--- src/hdl/gnma_pkg.sv ---
`default_nettype none

package gnma_pkg;

   localparam int NODE_W    = 6;
   localparam int MODE_W    = 2;
   localparam int NODES_DEF = 64;

   localparam logic [MODE_W-1:0] MODE_ADD   = 2'd0;
   localparam logic [MODE_W-1:0] MODE_MERGE = 2'd1;
   localparam logic [MODE_W-1:0] MODE_LIST  = 2'd2;

   typedef struct packed {
      logic [MODE_W-1:0] mode;
      logic [NODE_W-1:0] node_a;
      logic [NODE_W-1:0] node_b;
      logic [NODE_W-1:0] node_new;
   } req_type;

   typedef struct packed {
      logic [NODE_W-1:0] neighbour;
      logic              has_neighbour;
      logic              last;
   } rsp_type;

   typedef struct packed {
      logic              shift;
      logic              add_en;
      logic [NODE_W-1:0] node_a;
      logic [NODE_W-1:0] node_b;
   } cell_ctl_type;

   typedef enum logic [2:0] {
      ST_IDLE,
      ST_COLLECT,
      ST_APPLY,
      ST_EMIT,
      ST_EMPTY
   } state_type;

endpackage

`default_nettype wire

--- src/hdl/gnma_cell.sv ---
`default_nettype none

module gnma_cell #(
   parameter int NODES = gnma_pkg::NODES_DEF,
   parameter int INDEX = 0
) (
   input  logic                  clock,
   input  logic                  reset,
   input  gnma_pkg::cell_ctl_type ctl,
   input  logic [NODES-1:0]      nbr_row,
   output logic [NODES-1:0]      row_out
);
   import gnma_pkg::*;

   localparam logic [NODE_W-1:0] SELF = NODE_W'(INDEX);
   localparam logic [NODES-1:0]  ONE  = {{(NODES-1){1'b0}}, 1'b1};

   logic [NODES-1:0] row_ff;
   logic [NODES-1:0] row_in;
   logic [NODES-1:0] bit_a;
   logic [NODES-1:0] bit_b;

   assign bit_a   = ONE << ctl.node_a;
   assign bit_b   = ONE << ctl.node_b;
   assign row_out = row_ff;

   always_comb begin
      row_in = row_ff;
      if (ctl.shift) begin
         row_in = nbr_row;
      end else if (ctl.add_en) begin
         if (ctl.node_a == SELF) begin
            row_in = row_in | bit_b;
         end
         if (ctl.node_b == SELF) begin
            row_in = row_in | bit_a;
         end
      end
   end

   always_ff @(posedge clock) begin
      if (reset) begin
         row_ff <= '0;
      end else begin
         row_ff <= row_in;
      end
   end

endmodule

`default_nettype wire

--- config.mk ---
export PLATFORM = sky130hd
export DESIGN_NAME = gnma_cell
export DESIGN_NICKNAME = d
export VERILOG_FILES = /design/src/hdl/gnma_pkg.sv /design/src/hdl/gnma_cell.sv
export SDC_FILE = /design/constraint.sdc
export NUM_CORES = 1
export LEC_CHECK = 0
export BUFFER_PORTS_ARGS = -buffer_cell sky130_fd_sc_hd__buf_2
export CELL_PAD_IN_SITES_DETAIL_PLACEMENT = 1
export CELL_PAD_IN_SITES_GLOBAL_PLACEMENT = 1
export CORE_UTILIZATION = 35
export CTS_BUF_LIST = sky130_fd_sc_hd__clkbuf_16
export DETAILED_ROUTE_END_ITERATION = 8
export HOLD_SLACK_MARGIN = 0.06
export PLACE_DENSITY = 0.76
export SLEW_MARGIN = 5
export SYNTH_ARGS = -nofsm -noshare
export SYNTH_HDL_FRONTEND = slang
export SYNTH_SLANG_ARGS = --single-unit
--- constraint.sdc ---
create_clock -name clock -period 4 [get_ports clock]
set_input_delay 0.8 -clock clock [delete_from_list [all_inputs] [get_ports clock]]
set_output_delay 0.8 -clock clock [all_outputs]
set_load 0.005 [all_outputs]
* Yosys cells after proc, flatten, opt, wreduce, memory -nomap -nowiden
Cells that the tools add are included.
** Operators by class
- Add/sub/neg operators :: 0
- Multiply operators :: 0
- Div/mod/pow operators :: 0
- $lt $le $gt $ge :: 0
- Eq/ne operators :: 0
- Shift operators :: 2
- Muxes and demuxes :: 6
- Bitwise gates (word level) :: 2
- Reduce and logical (&&, ||, !) cells :: 3
** Operator list (number)
- $mux 64 :: 6
- $or 64x64->64 :: 2
- $shl 1x6->64 const A :: 2
- $logic_not 6->1 :: 2
- $reduce_bool 2->1 :: 1
** Storage, ports and cells
- Flip-flop bits (word level) :: 64
- Bits in latches :: 0
- Bits in writable memories :: 0
- Memory bits (read-only) :: 0
- Input bits :: 80
- Output and inout bits :: 64
- Word-level logic and storage cells :: 14
- Memories :: 0

* Depth between registers and ports, before layout
- Depth after elaboration :: 9
- Gate-level depth with buffers :: 7
- Depth with buffers taken out :: 4

* Least setup slack after synthesis
OpenSTA, ideal clock, no wires.
- Path type :: input -> register
- From :: input ctl[5] (netlist bit)
- To :: register row_ff[38], in the netlist row_out[38]
- Setup time :: 79 ps
- Arrival time :: 2306 ps
- Required time :: 3921 ps
- Slack :: 1615 ps
- Stages :: 6
- Path buffers :: 2
- Cells stage by stage :: clkbuf_1 > or4_4 > nor4_4 > buf_6 > a211oi_1 > a211oi_2
** On the way
- Word-level cells in the longest chain between the ends :: 9
- Elaborated cells on any way between the ends :: 10
- Classes of those cells :: shift (1); mux (6); bitwise (2); reduce/logical (1)
** RTL lines
- start: declaration :: RTL line gnma_cell.sv:9 : input gnma_pkg::cell_ctl_type ctl,
- $shl 1x6->64 :: RTL line gnma_cell.sv:24 : assign bit_b = ONE << ctl.node_b;
- $or 64x64->64 :: RTL line gnma_cell.sv:33 : row_in = row_in | bit_b;
- $mux 64 :: RTL line gnma_cell.sv:32 : if (ctl.node_a == SELF) begin
- $mux 64 :: RTL line gnma_cell.sv:31 : end else if (ctl.add_en) begin
- $mux 64 :: RTL line gnma_cell.sv:29 : if (ctl.shift) begin
- $or 64x64->64 :: RTL line gnma_cell.sv:36 : row_in = row_in | bit_a;
- $mux 64 (*) :: RTL line gnma_cell.sv:35 : if (ctl.node_b == SELF) begin
- $mux 64 (*) :: RTL line gnma_cell.sv:31
- $mux 64 (*) :: RTL line gnma_cell.sv:29
- end signal: assignment :: RTL line gnma_cell.sv:45 : row_ff <= row_in;
- end: declaration :: RTL line gnma_cell.sv:18 : logic [NODES-1:0] row_ff;
Every way passes the cells marked *; elsewhere a longest branch is shown, timed or not. The select of a mux whose other input is x is not followed.
A chain may end at the register's enable or synchronous reset.

* Worst setup path in the final report
- From :: input ctl[1] (netlist bit)
- To :: register row_ff[27], in the netlist row_out[27]
The elaborated chain is that of the path after synthesis.

==> reports/metrics.cfg <==
[outcome]
status=finished, final reports clean

[timing]
tightest_slew_ns=0.9834
fmax_mhz=380.7
fin_setup_tns_ns=0
rsz0062_at_grt=false
whs_ns=0.6258
hold_viol_final=0
skew_ns=0
period_share_pct=65.66
max-slew-margin-rel_pct=33.94
fin_crit_ns=2.627
slew_violations=0
setup_ws_ns=1.373
finalSetupViolations=0

[clock_tree]
path_clk_slew_ns=0.05
cts_setup_buffers=0
worstSkewPairLatency_ns=0.33
cts_max_level=3
clk_path_buf_depth=2
cts_resized=0
cts_tree=done
ctsHoldBuffers=0
cts_sinks=64
cts_made_buffers=9
clockRootBuffer=clkbuf_16

[min_path]
hold_depth=2
min_path_type=reg -> reg
min_from=row_out[43]
min_to=row_out[43]

[critical_path]
critPathSlowestCell=and4bb_1
r2r_slack_ns=2.98
crit_required_ns=4.24
reg2reg_depth=4
rr_startpoint=row_out[32]
r2r-end=row_out[32]
critPathLaunchType=input port
critPathKind=in -> reg
path_cells=buf_2 -> or4_4 -> and4bb_1 -> a221oi_1 -> a211oi_1
worst-path-buf-inv=1
endpoint_kind=flip-flop
critPathArrivalTime_ns=2.87
cp_slowest_stage_delay_ns=0.87
worstPathMaxFanout=16
critPathTopFamily=simple AND/OR/NAND/NOR gates

[cells_and_area]
largest_reg_flops=64
final_common_cell=buf_2
stdcell_count=808
fin_nets=744
drive_gt1_share_pct=28.29
final_cell_mix=142 x buf_2, 138 x nor2_1, 72 x a211oi_1
post-route-cell-area_mm2=0.005087
final_util_pct=45.92
antennaDiodeCount=0
area_growth_pct=25.46

[floorplanning]
dieArea_mm2=0.01202
core_area_mm2=0.01108
initial_core_util_pct=36.60
rows=38
die-width_um=109.6
fp.dieH_um=109.6
io_pins=144

[placed_design]
pre_cts_slack_ns=1.082
dp.cells=793
dpl.hpwl_um=12000
portBuffers=143
place_congestion=0.8419
placed_area_mm2=0.004810

[drt]
first_pass_iters=6
drtIter0Drc=326
final_antenna_net_count=0
viasPerCell=6.123
vias=4947
wl_um=17040
drc=0
post_drt_wl_per_cell_um=21.09

[power_and_ir_drop]
power.density_mw_per_mm2=350.8
peakVddDrop_uv=152.2
p_switching_uw=518.4
total_power_mw=1.785
cell_internal_pwr_mw=1.266
p_leak_nw=2.047
power_frac_clock_pct=43.1
p_comb_share_pct=18.2
seqPwrFrac_pct=38.7
switching_share_pct=29.05

[synth]
yosysWarnings=0
synth_cells=550
synth_area_per_cell_um2=7.373
synth_area_mm2=0.004055
syn_nets=630
ys_seq_area_share_pct=31.60
ys_types=29
ys_seq_elements=64

[grt]
antenna_found_initial=0
grt_max_degree=100
grt_pass1_wl_um=25920
grt_pass1_vias=4838
overflow=0
grt_use_total_pct=29.07

[flow_run]
cap_violations=0

layer usage:
| metal | vias up | global-route usage (%) | wire length [µm] | share of wire, % |
|---|---|---|---|---|
| met5 | - | 0 | 0 | 0 |
| met4 | 0 | 13.14 | 554 | 3.3 |
| met3 | 38 | 5.928 | 1285 | 7.5 |
| met2 | 207 | 45.28 | 7660 | 45 |
| met1 | 2428 | 38.60 | 7541 | 44 |
| li1 | 2274 | - | - | - |
power by group through the flow:
stage	Sequential [mW]	Combinational [mW]	Clock, mW
floorplan	0.701	0.190	0
global placement	0.702	0.305	0
detailed placement	0.704	0.322	0
CTS	0.690	0.323	0.776
global route	0.694	0.357	0.798
finish	0.691	0.325	0.769
cells in the mapped netlist:
cell type | n | area share, %
a211oi_1 | 72 | 13
a211oi_2 | 8 | 2.5
a21oi_1 | 63 | 7.8
a221oi_1 | 45 | 9.7
a221oi_2 | 1 | 0.37
a311oi_1 | 1 | 0.22
and3_1 | 1 | 0.15
and3b_1 | 1 | 0.22
and4bb_1 | 2 | 0.62
buf_1 | 5 | 0.46
buf_2 | 1 | 0.12
buf_4 | 2 | 0.37
buf_6 | 4 | 1.1
clkbuf_1 | 38 | 3.5
dfxtp_1 | 64 | 32
nand2_1 | 69 | 6.4
nand2b_1 | 6 | 0.93
nor2_1 | 138 | 13
nor2b_1 | 1 | 0.15
nor3_1 | 8 | 0.99
nor3_2 | 1 | 0.25
nor3_4 | 3 | 1.2
nor3b_1 | 3 | 0.56
nor4_1 | 1 | 0.15
nor4_4 | 6 | 3.1
or2_1 | 1 | 0.15
or3_1 | 1 | 0.15
or3b_4 | 1 | 0.28
or4_4 | 3 | 0.83
worst reg2reg max path, delay by kind of cell, from the launching register on:
| family | cells | cell delay (ns) |
|---|---|---|
| and+or+nand+nor | 2 | 0.18 |
| DFF | 1 | 0.37 |
| AOI/OAI and AO/OA | 2 | 0.37 |
logic make-up (layout without fill, tap and decap cells):
logic type,after synthesis,in the layout,share of synthesized area [%]
buf+inv,50,168,5.585
flops,64,64,31.60
simple gates,246,246,28.94
compound gates,190,190,33.88
worst max-delay path by stage:
stage	start	end	slack [ns]	cells past startpoint
after global placement	ctl[1]	row_out[6]	1.15	5
after detailed placement	ctl[1]	row_out[27]	1.08	5
after global routing	ctl[1]	row_out[30]	1.30	5
final	ctl[1]	row_out[27]	1.37	5
after floorplan	ctl[5]	row_out[38]	1.61	6
after CTS	ctl[1]	row_out[32]	1.41	5
area by class of cell:
cell class | count | area [µm²]
Clock inverter | 6 | 52.55
Clock buffer | 9 | 225.2
Multi-Input combinational cell | 436 | 2547
Fill cell | 1422 | 5991
Tap cell | 140 | 175.2
Sequential cell | 64 | 1281
Timing Repair Buffer | 153 | 805.8
(Power assumes the default switching activity.)
